==> src/sv/bbde_pkg.sv <==
package bbde_pkg;

   localparam int VALUE_W       = 30;
   localparam int REQ_DATA_W    = 32;
   localparam int DIGIT_CHAR_W  = 7;
   localparam int DIGIT_VALUE_W = 4;
   localparam int RSP_DATA_W    = 16;

   // Digit places; the largest accepted magnitude is 9^(NUM_DIGITS-1)
   localparam int NUM_DIGITS = 10;
   // Ten balanced places cover every 30-bit input
   localparam int MAX_PLACES = 10;
   localparam int PLACES     = (NUM_DIGITS < MAX_PLACES) ? NUM_DIGITS : MAX_PLACES;
   localparam int PLACE_W    = $clog2(PLACES);
   localparam int DIGIT_MAX  = 4;
   localparam int SEL_W      = 3;
   localparam int TBL_W      = 32;

   localparam int QUEUE_DEPTH = 2;
   localparam int QPTR_W      = (QUEUE_DEPTH > 1) ? $clog2(QUEUE_DEPTH) : 1;
   localparam int QCNT_W      = $clog2(QUEUE_DEPTH + 1);

   localparam logic [DIGIT_CHAR_W-1:0] CHAR_ZERO     = 7'h30;  // '0'
   localparam logic [DIGIT_CHAR_W-1:0] CHAR_NEG_BASE = 7'h60;  // 'a' - 1

   function automatic logic [63:0] pow9(input int n);
      logic [63:0] p;
      p = 64'd1;
      for (int i = 0; i < n; i++) begin
         p = p * 64'd9;
      end
      return p;
   endfunction

   localparam logic [63:0] MAX_POWER = pow9(NUM_DIGITS - 1);

   typedef logic [TBL_W-1:0] table_type [PLACES*8];

   // Entry {place, j}: smallest magnitude whose rounded digit at that place is j
   function automatic table_type make_thr_table();
      table_type t;
      for (int k = 0; k < PLACES; k++) begin
         for (int j = 0; j < 8; j++) begin
            if (j >= 1 && j <= DIGIT_MAX) begin
               t[k*8+j] = TBL_W'(((64'(2*j-1) * pow9(k)) + 64'd1) >> 1);
            end else begin
               t[k*8+j] = '0;
            end
         end
      end
      return t;
   endfunction

   // Entry {place, j}: j times the place weight
   function automatic table_type make_mult_table();
      table_type t;
      for (int k = 0; k < PLACES; k++) begin
         for (int j = 0; j < 8; j++) begin
            if (j <= DIGIT_MAX) begin
               t[k*8+j] = TBL_W'(64'(j) * pow9(k));
            end else begin
               t[k*8+j] = '0;
            end
         end
      end
      return t;
   endfunction

   localparam table_type THR_TABLE  = make_thr_table();
   localparam table_type MULT_TABLE = make_mult_table();

   typedef struct packed {
      logic               err;
      logic [VALUE_W-1:0] value;
   } item_type;

   typedef struct packed {
      logic     valid;
      item_type item;
   } q_head_type;

endpackage

==> src/sv/bbde_front.sv <==
module bbde_front (
   input  logic                               req_tvalid,
   output logic                               req_tready,
   input  logic [bbde_pkg::REQ_DATA_W-1:0]    req_tdata,   // [29:0] value
   output logic                               push_valid,
   output bbde_pkg::item_type                 push_item,
   input  logic                               push_ready
);

   logic [bbde_pkg::VALUE_W-1:0] value;
   logic [bbde_pkg::VALUE_W-1:0] mag;

   assign value = req_tdata[bbde_pkg::VALUE_W-1:0];
   assign mag   = value[bbde_pkg::VALUE_W-1] ? (~value + bbde_pkg::VALUE_W'(1)) : value;

   assign push_valid      = req_tvalid;
   assign push_item.value = value;
   // flag magnitudes beyond the top place weight
   assign push_item.err   = {{(64-bbde_pkg::VALUE_W){1'b0}}, mag} > bbde_pkg::MAX_POWER;
   assign req_tready      = push_ready;

endmodule

==> src/sv/bbde_queue.sv <==
module bbde_queue (
   input  logic                  clock,
   input  logic                  reset,
   input  logic                  push_valid,
   input  bbde_pkg::item_type    push_item,
   output logic                  push_ready,
   output bbde_pkg::q_head_type  q_head,
   input  logic                  q_pop
);

   bbde_pkg::item_type                 entries_ff [bbde_pkg::QUEUE_DEPTH];
   logic [bbde_pkg::QPTR_W-1:0]        wr_ptr_ff, wr_ptr_in;
   logic [bbde_pkg::QPTR_W-1:0]        rd_ptr_ff, rd_ptr_in;
   logic [bbde_pkg::QCNT_W-1:0]        count_ff, count_in;
   logic                               push;
   logic                               pop;

   assign push_ready  = count_ff != bbde_pkg::QCNT_W'(bbde_pkg::QUEUE_DEPTH);
   assign push        = push_valid && push_ready;
   assign pop         = q_pop && (count_ff != '0);
   assign q_head.valid = count_ff != '0;
   assign q_head.item  = entries_ff[rd_ptr_ff];

   always_comb begin
      wr_ptr_in = wr_ptr_ff;
      rd_ptr_in = rd_ptr_ff;
      count_in  = count_ff;
      if (push) begin
         wr_ptr_in = (wr_ptr_ff == bbde_pkg::QPTR_W'(bbde_pkg::QUEUE_DEPTH - 1)) ?
                     '0 : wr_ptr_ff + bbde_pkg::QPTR_W'(1);
      end
      if (pop) begin
         rd_ptr_in = (rd_ptr_ff == bbde_pkg::QPTR_W'(bbde_pkg::QUEUE_DEPTH - 1)) ?
                     '0 : rd_ptr_ff + bbde_pkg::QPTR_W'(1);
      end
      if (push && !pop) begin
         count_in = count_ff + bbde_pkg::QCNT_W'(1);
      end else if (pop && !push) begin
         count_in = count_ff - bbde_pkg::QCNT_W'(1);
      end
   end

   always_ff @(posedge clock) begin
      if (reset) begin
         wr_ptr_ff <= '0;
         rd_ptr_ff <= '0;
         count_ff  <= '0;
      end else begin
         wr_ptr_ff <= wr_ptr_in;
         rd_ptr_ff <= rd_ptr_in;
         count_ff  <= count_in;
      end
   end

   always_ff @(posedge clock) begin
      if (push) begin
         entries_ff[wr_ptr_ff] <= push_item;
      end
   end

endmodule

==> src/sv/bbde_back.sv <==
module bbde_back (
   input  logic                               clock,
   input  logic                               reset,
   input  bbde_pkg::q_head_type               q_head,
   output logic                               q_pop,
   output logic                               rsp_tvalid,
   input  logic                               rsp_tready,
   output logic [bbde_pkg::RSP_DATA_W-1:0]    rsp_tdata,   // [6:0] digit_char, [10:7] digit_value
   output logic                               rsp_tlast,
   output logic                               rsp_tuser    // [0] out_of_range
);

   typedef enum logic {
      ST_IDLE,
      ST_RUN
   } state_type;

   state_type                                state_ff, state_in;
   logic [bbde_pkg::PLACE_W-1:0]             k_ff, k_in;
   logic [bbde_pkg::VALUE_W-1:0]             rem_ff, rem_in;
   logic                                     started_ff, started_in;
   logic                                     rsp_valid_ff, rsp_valid_in;
   logic [bbde_pkg::DIGIT_CHAR_W-1:0]        char_ff, char_in;
   logic [bbde_pkg::DIGIT_VALUE_W-1:0]       dval_ff, dval_in;
   logic                                     last_ff, last_in;
   logic                                     oor_ff, oor_in;

   logic                                     out_free;
   logic                                     neg;
   logic [bbde_pkg::TBL_W-1:0]               rem_ext;
   logic [bbde_pkg::TBL_W-1:0]               mag;
   logic [bbde_pkg::SEL_W-1:0]               j;
   logic [bbde_pkg::TBL_W-1:0]               diff;
   logic [bbde_pkg::TBL_W-1:0]               rem_step;
   logic [bbde_pkg::DIGIT_VALUE_W-1:0]       dmag;
   logic [bbde_pkg::DIGIT_VALUE_W-1:0]       digit;
   logic [bbde_pkg::DIGIT_CHAR_W-1:0]        digit_char;
   logic                                     emit;

   assign out_free = !rsp_valid_ff || rsp_tready;

   // digit of the current place, worked on the magnitude of the remainder
   always_comb begin
      neg     = rem_ff[bbde_pkg::VALUE_W-1];
      rem_ext = {{(bbde_pkg::TBL_W-bbde_pkg::VALUE_W){rem_ff[bbde_pkg::VALUE_W-1]}}, rem_ff};
      mag     = neg ? (~rem_ext + bbde_pkg::TBL_W'(1)) : rem_ext;
      j       = '0;
      for (int i = 1; i <= bbde_pkg::DIGIT_MAX; i++) begin
         if (mag >= bbde_pkg::THR_TABLE[{k_ff, bbde_pkg::SEL_W'(i)}]) begin
            j = bbde_pkg::SEL_W'(i);
         end
      end
      diff     = mag - bbde_pkg::MULT_TABLE[{k_ff, j}];
      rem_step = neg ? (~diff + bbde_pkg::TBL_W'(1)) : diff;
      dmag     = {{(bbde_pkg::DIGIT_VALUE_W-bbde_pkg::SEL_W){1'b0}}, j};
      digit    = neg ? (~dmag + bbde_pkg::DIGIT_VALUE_W'(1)) : dmag;
      if (j == '0) begin
         digit_char = bbde_pkg::CHAR_ZERO;
      end else if (neg) begin
         digit_char = bbde_pkg::CHAR_NEG_BASE + bbde_pkg::DIGIT_CHAR_W'(j);
      end else begin
         digit_char = bbde_pkg::CHAR_ZERO + bbde_pkg::DIGIT_CHAR_W'(j);
      end
      // drop leading zeros, but always send the units digit
      emit = (j != '0) || started_ff || (k_ff == '0);
   end

   always_comb begin
      state_in     = state_ff;
      k_in         = k_ff;
      rem_in       = rem_ff;
      started_in   = started_ff;
      rsp_valid_in = rsp_valid_ff;
      char_in      = char_ff;
      dval_in      = dval_ff;
      last_in      = last_ff;
      oor_in       = oor_ff;
      q_pop        = 1'b0;
      if (rsp_tready) begin
         rsp_valid_in = 1'b0;
      end
      case (state_ff)
         ST_IDLE: begin
            if (q_head.valid) begin
               if (q_head.item.err) begin
                  if (out_free) begin
                     q_pop        = 1'b1;
                     rsp_valid_in = 1'b1;
                     char_in      = '0;
                     dval_in      = '0;
                     last_in      = 1'b1;
                     oor_in       = 1'b1;
                  end
               end else begin
                  q_pop      = 1'b1;
                  rem_in     = q_head.item.value;
                  k_in       = bbde_pkg::PLACE_W'(bbde_pkg::PLACES - 1);
                  started_in = 1'b0;
                  state_in   = ST_RUN;
               end
            end
         end
         ST_RUN: begin
            // hold while a digit waits for the output slot
            if (!emit || out_free) begin
               if (emit) begin
                  rsp_valid_in = 1'b1;
                  char_in      = digit_char;
                  dval_in      = digit;
                  last_in      = k_ff == '0;
                  oor_in       = 1'b0;
                  started_in   = 1'b1;
               end
               rem_in = rem_step[bbde_pkg::VALUE_W-1:0];
               if (k_ff == '0) begin
                  state_in = ST_IDLE;
               end else begin
                  k_in = k_ff - bbde_pkg::PLACE_W'(1);
               end
            end
         end
         default: begin
            state_in = ST_IDLE;
         end
      endcase
   end

   always_ff @(posedge clock) begin
      if (reset) begin
         state_ff     <= ST_IDLE;
         rsp_valid_ff <= 1'b0;
      end else begin
         state_ff     <= state_in;
         rsp_valid_ff <= rsp_valid_in;
         k_ff         <= k_in;
         rem_ff       <= rem_in;
         started_ff   <= started_in;
         char_ff      <= char_in;
         dval_ff      <= dval_in;
         last_ff      <= last_in;
         oor_ff       <= oor_in;
      end
   end

   assign rsp_tvalid = rsp_valid_ff;
   assign rsp_tdata  = {{(bbde_pkg::RSP_DATA_W-bbde_pkg::DIGIT_CHAR_W-bbde_pkg::DIGIT_VALUE_W){1'b0}},
                        dval_ff, char_ff};
   assign rsp_tlast  = last_ff;
   assign rsp_tuser  = oor_ff;

endmodule

==> src/sv/balanced_base9_digit_encoder.sv <==
// Flow: an input transfer writes the 2-entry queue; the back-end sequencer loads the head
//   value, then walks the digit places from the top, skipping leading zero places without
//   output, and registers each digit for rsp_tvalid; it holds while a digit waits for the
//   output slot. An out-of-range item is popped as one flagged result with no sequencing.
//   The queue lets input transfers continue while the sequencer works.
// Reset: synchronous, active high; clears the queue and the sequencer, output goes idle.
module balanced_base9_digit_encoder (
   input  logic                               clock,
   input  logic                               reset,
   input  logic                               req_tvalid,
   output logic                               req_tready,
   input  logic [bbde_pkg::REQ_DATA_W-1:0]    req_tdata,   // [29:0] value
   output logic                               rsp_tvalid,
   input  logic                               rsp_tready,
   output logic [bbde_pkg::RSP_DATA_W-1:0]    rsp_tdata,   // [6:0] digit_char, [10:7] digit_value
   output logic                               rsp_tlast,   // last
   output logic                               rsp_tuser    // [0] out_of_range
);

   logic                  push_valid;
   logic                  push_ready;
   bbde_pkg::item_type    push_item;
   bbde_pkg::q_head_type  q_head;
   logic                  q_pop;

   bbde_front u_front (
      .req_tvalid (req_tvalid),
      .req_tready (req_tready),
      .req_tdata  (req_tdata),
      .push_valid (push_valid),
      .push_item  (push_item),
      .push_ready (push_ready)
   );

   bbde_queue u_queue (
      .clock      (clock),
      .reset      (reset),
      .push_valid (push_valid),
      .push_item  (push_item),
      .push_ready (push_ready),
      .q_head     (q_head),
      .q_pop      (q_pop)
   );

   bbde_back u_back (
      .clock      (clock),
      .reset      (reset),
      .q_head     (q_head),
      .q_pop      (q_pop),
      .rsp_tvalid (rsp_tvalid),
      .rsp_tready (rsp_tready),
      .rsp_tdata  (rsp_tdata),
      .rsp_tlast  (rsp_tlast),
      .rsp_tuser  (rsp_tuser)
   );

endmodule

==> config.mk <==
export PLATFORM = sky130hd
export DESIGN_NAME = balanced_base9_digit_encoder
export DESIGN_NICKNAME = d
export VERILOG_FILES = /design/src/sv/bbde_pkg.sv /design/src/sv/bbde_front.sv /design/src/sv/bbde_queue.sv /design/src/sv/bbde_back.sv /design/src/sv/balanced_base9_digit_encoder.sv
export SDC_FILE = /design/constraint.sdc
export NUM_CORES = 1
export LEC_CHECK = 0
export ABC_AREA = 1
export BUFFER_PORTS_ARGS = -buffer_cell sky130_fd_sc_hd__buf_2
export CAP_MARGIN = 40
export CORE_MARGIN = 2
export CORE_UTILIZATION = 35
export DETAILED_ROUTE_END_ITERATION = 12
export HOLD_SLACK_MARGIN = 0.15
export PLACE_DENSITY = 0.47
export SKIP_LAST_GASP = 1
export SLEW_MARGIN = 40
export SYNTH_ARGS = -nofsm -noshare
export SYNTH_HDL_FRONTEND = slang
export SYNTH_HIERARCHICAL = 1
export SYNTH_SLANG_ARGS = --single-unit
==> constraint.sdc <==
create_clock -name clock -period 8 [get_ports clock]
set_clock_uncertainty 0.1 [all_clocks]
set_input_delay 1.6 -clock clock [delete_from_list [all_inputs] [get_ports clock]]
set_output_delay 1.6 -clock clock [all_outputs]
set_load 0.05 [all_outputs]
==> impl_metrics.yaml, run 1 <==
status:
  status: "finished clean"
final_layout:
  layout_commonest_cell: "nand2_1"
  multi_input_area_sq_um: 8730
  antennaDiodeCount: 0
  fin_nets: 2245
  area_growth_pct: 11.4
  nFillCells: 4179
  layout_common_cells: "nand2_1 (573), inv_1 (265), nor2_1 (209), nand3_1 (149), ha_1 (135)"
  ff_latch_area_sq_um: 3410
  post-route-cell-area_sq_um: 15100
  drive_gt1_share_pct: 13.1
drt:
  vias_per_cell: 4.95
  via_count: 12900
  routedWlPerCell_microns: 16.9
  first_pass_iters: 5
  first_iter_violations: 752
  finalWirelength_mm: 44.0
  drc: 0
  postRouteAntennaNets: 0
synth:
  synth_adder_area_share_pct: 12.6
  synthCells: 2015
  synth_compound_area_share_pct: 9.98
  ys_ff_latch: 116
  synth_top_family_by_area: "simple AND/OR/NAND/NOR gates"
  ys_types: 56
  ys_warn_count: 6
  yosysSeqAreaShare_pct: 25.1
  avgSynthCellArea_sq_um: 6.74
  synth-xor-area-share_pct: 3.87
  synth-simple-area-share_pct: 34.6
  synth.area.mux_share_pct: 2.57
  netlist_area_sq_um: 13600
critical_path:
  cp_data_arrival_time_ns: 7.39
  slowest_delay_ns: 0.59
  required_ns: 8.04
  start_kind: "register"
  cp_max_fo: 7
  reg2reg_slack_ns: 0.66
  critical_path_class: "reg2reg"
  reg2regPathDepth: 43
  r2r_start: "u_back/rem_ff[14]"
  cp-end-kind: "register"
  slowest_stage: "xor2_1"
  cpMostUsedCell: "nand2_1"
  r2r-end: "u_back/rem_ff[27]"
clock_tree:
  clockBufferDepth: 2
  numCtsBuffers: 17
  htree_levels: 4
  cts-root-buf: "clkbuf_16"
  clk_latency_ns: 0.44
  clock_sinks: 116
  cts_tree: "built"
  cts.clk_slew.worst_paths_ns: 0.06
sta:
  period_needed_ns: 7.34
  finalMaxSlewViolations: 0
  hold_violations: 0
  setup_violations: 0
  finalCritPeriodShare_pct: 91.8
  relSlewSlack_pct: 45.6
  setup_tns_ns: 0
  worst_pin_slew_ns: 0.813
  rsz0062_at_grt: "false"
  fmax_ghz: 0.136
grt:
  grt_pass1_vias: 12700
  grt_max_degree: 56
  overflow: 0
  grt_use_total_pct: 22.2
  grt_pass1_wl_mm: 69.6
  antenna_found_initial: 0
flow_run:
  max_cap_viol_count: 0
floorplanning:
  die_area_sq_um: 40400
  start_util_pct: 35.3
  core_area_sq_um: 38500
  fp.dieW_microns: 201
  rows: 72
  io_pins: 56
  die_y_microns: 201
placed_design:
  placed_area_sq_um: 14500
  gp_congestion: 0.961
  portBuffers: 47
  dp_hpwl_mm: 35.8
min_path:
  worstHoldStart: "u_queue/wr_ptr_ff"
  worstHoldEndpoint: "u_queue/wr_ptr_ff"
  whs_path_depth: 2
  hp-class: "reg2reg"
-- cells in the mapped netlist, drive strengths merged --
| library cell | count | share of area, % |
|---|---|---|
| nor2 | 235 | 7.1 |
| a21boi | 2 | 0.11 |
| inv | 274 | 7.6 |
| nand3 | 157 | 6.1 |
| and3 | 2 | 0.092 |
| or2 | 8 | 0.37 |
| xnor2 | 9 | 0.58 |
| o31a | 1 | 0.065 |
| xor2 | 51 | 3.3 |
| nand2 | 606 | 18 |
| conb | 1 | 0.028 |
| nand3b | 7 | 0.39 |
| ha | 135 | 12 |
| nor3 | 18 | 0.66 |
| dfxtp | 7 | 1.0 |
| a211oi | 2 | 0.11 |
| nor4 | 2 | 0.092 |
| a21oi | 102 | 3.8 |
| o31ai | 5 | 0.28 |
| mux2 | 31 | 2.6 |
| fa | 1 | 0.15 |
| edfxtp | 109 | 24 |
| a31oi | 8 | 0.41 |
| buf | 57 | 3.0 |
| nor4b | 1 | 0.065 |
| o21a | 6 | 0.33 |
| and2 | 2 | 0.092 |
| nand4 | 38 | 1.9 |
| clkinv | 4 | 0.12 |
| o221ai | 1 | 0.065 |
| clkbuf | 19 | 0.53 |
| o211ai | 5 | 0.28 |
| a21o | 6 | 0.33 |
| o21bai | 3 | 0.25 |
| o21ai | 97 | 3.8 |
| o22ai | 3 | 0.14 |
-- cells by family after synthesis --
family,Yosys count
xor+xnor,60
mux,31
compound gates,241
simple gates,1076
fa+ha+maj,136
buf+inv,354
other cells,1
flops,116
-- layer usage --
layer  wire, microns  global-route usage [%]  part of all wire [%]  vias to the layer above
li1                -                       -                     -                     6663
met1           19700                    28.1                    45                     5914
met2           21400                    38.7                    49                      248
met3            1430                    2.16                   3.2                       59
met4            1490                    8.70                   3.4                        0
met5               0                       0                     0                        -
-- registers in the layout, indices dropped and copies added, names as in the netlist, 2 cells and up, named ones only --
name,cells
u_back/char_ff,6
u_back/dval_ff,4
u_queue/count_ff,2
u_queue/entries_ff,62
u_back/rem_ff,30
u_back/k_ff,4
-- worst max-delay path by stage --
stage | from | to | slack (ns) | cells after the start
6_report | u_back/rem_ff[14] | u_back/rem_ff[27] | 0.66 | 43
2_1_floorplan | u_back/k_ff[0] | u_back/rem_ff[26] | 1.58 | 50
4_1_cts | u_back/rem_ff[13] | u_back/rem_ff[27] | 0.59 | 42
3_3_place_gp | u_back/rem_ff[13] | u_back/rem_ff[27] | 0.64 | 42
5_1_grt | u_back/rem_ff[0] | u_back/rem_ff[27] | 0.03 | 43
3_5_place_dp | u_back/rem_ff[13] | u_back/rem_ff[27] | 0.64 | 42
-- worst max-delay path: cells and delay by family, from the launching register on --
family | cells | cell delay [ns]
compound gates | 9 | 1.24
flops | 1 | 0.52
simple gates | 24 | 2.96
buf+inv | 5 | 0.47
fa+ha+maj | 3 | 1.01
xor+xnor | 2 | 0.77
-- metrics by stage --
| step | setup slack, ns | utilization, % | std cells | hold WS [ns] |
|---|---|---|---|---|
| 2_1_floorplan | 1.58 | - | 2021 | 0.365 |
| 3_3_place_gp | 0.645 | 37.6 | 2571 | 0.377 |
| 3_5_place_dp | 0.636 | 37.6 | 2571 | 0.415 |
| 4_1_cts | 0.585 | 39.1 | 2603 | 0.424 |
| 5_1_grt | 0.0252 | 39.3 | 2604 | 0.473 |
| 6_report | 0.656 | 39.3 | 2604 | 0.422 |
-- what timing repair did --
item                                    CTS  global route
endpoints found under the setup margin    0             7
gates resized for setup                   0            10
setup buffers                             0             1
endpoints found under the hold margin     0             0
hold buffers                              0             0
-- cell type report --
cell class / instances / area share (%)
multi-input cells: 1551 / 57.7
flip-flops and latches: 116 / 22.6
clock buffers: 17 / 2.81
clock inverters: 15 / 1.05
inverters: 278 / 6.91
well taps: 518 / 4.29
repair buffers: 109 / 4.63
Power of run 1 is not shown: default switching activity piles up to over one toggle a cycle in this logic, so the estimate is an artifact.
==> run 2, diff against run 1 <==
CORE_MARGIN = 4   (was 2)
PLACE_DENSITY = unset   (was 0.47)
REMOVE_ABC_BUFFERS = 1   (was unset)
==> impl_metrics.yaml, run 2 (synthesized netlist as in run 1, its figures left out) <==
status:
  status: "finished clean"
clock_tree:
  cts_tree: "built"
  htree_levels: 4
  hold_buffers: 0
  cts.clk_slew.worst_paths_ns: 0.07
  cts_setup_buffers: 0
  numCtsBuffers: 17
  clock_sinks: 116
  ctsResizeCount: 0
  clk_latency_ns: 0.43
  clockBufferDepth: 2
  cts-root-buf: "clkbuf_16"
placed_design:
  placed_area_sq_um: 14400
  portBuffers: 47
  pre_cts_ws_ns: 0.615
  dp_hpwl_mm: 34.3
  gp_congestion: 0.960
final_layout:
  drive_gt1_share_pct: 12.6
  regMostFlops: "u_queue/entries_ff"
  layout_commonest_cell: "nand2_1"
  reg_top3: "u_queue/entries_ff: 62 flops, u_back/rem_ff: 30 flops, u_back/char_ff: 6 flops"
  fin_nets: 2236
  largest_register_ffs: 62
  area_growth_pct: 10.7
  layout_common_cells: "nand2_1 (573), inv_1 (264), nor2_1 (209), nand3_1 (149), ha_1 (135)"
  nFillCells: 4025
  post-route-cell-area_sq_um: 15000
  antennaDiodeCount: 0
drt:
  routedWlPerCell_microns: 16.3
  via_count: 13200
  first_iter_violations: 1107
  postRouteAntennaNets: 0
  drc: 0
  vias_per_cell: 5.11
  finalWirelength_mm: 42.3
  first_pass_iters: 6
sta:
  setup_violations: 0
  relSlewSlack_pct: 45.6
  finalWorstSetupSlack_ns: 0.641
  timing.hold.ws_ns: 0.417
  worst_pin_slew_ns: 0.815
  hold_violations: 0
  finalMaxSlewViolations: 0
  period_needed_ns: 7.36
  finalCritPeriodShare_pct: 92.0
  rsz0062_at_grt: "false"
  fmax_ghz: 0.136
  setup_tns_ns: 0
critical_path:
  cp.depth: 42
  cp_data_arrival_time_ns: 7.39
  cp-end-kind: "register"
  critPathLaunch: "u_back/rem_ff[0]"
  slowest_stage: "edfxtp_1"
  crit_family: "simple AND/OR/NAND/NOR gates"
  reg2regPathDepth: 42
  start_kind: "register"
  r2r-end: "u_back/rem_ff[20]"
  critical_path_class: "reg2reg"
  cp_num_buf_inv: 5
  crit_path_end: "u_back/rem_ff[20]"
  r2r_start: "u_back/rem_ff[0]"
  cpMostUsedCell: "nand2_1"
  slowest_delay_ns: 0.43
  cp_max_fo: 6
  reg2reg_slack_ns: 0.64
  required_ns: 8.03
grt:
  grt_pass1_wl_mm: 66.6
  antenna_found_initial: 0
  grt_max_degree: 62
  grt_pass1_vias: 12500
  grt_use_total_pct: 20.0
  overflow: 0
floorplanning:
  core_area_sq_um: 37900
  rows: 71
  start_util_pct: 35.8
  fp.dieW_microns: 205
  die_y_microns: 205
  die_area_sq_um: 42000
  io_pins: 56
min_path:
  hp-class: "reg2reg"
flow_run:
  max_cap_viol_count: 0
==> run 2: how the worst min path moves through the flow <==
stage | slack, ns | to | from | depth (start not counted)
6_report | 0.42 | u_queue/rd_ptr_ff | u_queue/rd_ptr_ff | 2
5_1_grt | 0.45 | register | u_queue/rd_ptr_ff | 2
4_1_cts | 0.41 | u_queue/rd_ptr_ff | u_queue/rd_ptr_ff | 2
3_5_place_dp | 0.39 | register | u_queue/rd_ptr_ff | 2
3_3_place_gp | 0.38 | u_queue/rd_ptr_ff | u_queue/rd_ptr_ff | 2
2_1_floorplan | 0.36 | register | u_queue/rd_ptr_ff | 2
==> run 2: stage by stage <==
stage	cells	utilization (%)
CTS	2588	39.5
floorplan	1945	-
global placement	2556	37.9
detailed placement	2556	38.0
finish	2588	39.6
global route	2588	39.6
==> run 2: cell type report <==
type	count	area [sq um]	share of cell area, %
flip-flops and latches	116	3410	22.7
clock inverters	15	156	1.04
clock buffers	17	425	2.83
well taps	511	639	4.26
inverters	278	1040	6.95
multi-input cells	1551	8710	58.0
repair buffers	100	636	4.23
==> run 2: worst min-delay path: stages, from the launching register on <==
cell and delay (ns):
dfxtp_1 0.34, a21oi_1 0.06, nor2_1 0.09
==> run 2: layer usage <==
| metal | track usage [%] | vias up | wire [microns] |
|---|---|---|---|
| li1 | - | 6644 | - |
| met1 | 26.4 | 6069 | 18800 |
| met2 | 33.6 | 411 | 19400 |
| met3 | 2.23 | 109 | 2280 |
| met4 | 8.18 | 0 | 1800 |
| met5 | 0 | - | 0 |
Power of run 2 is left out for the same reason.
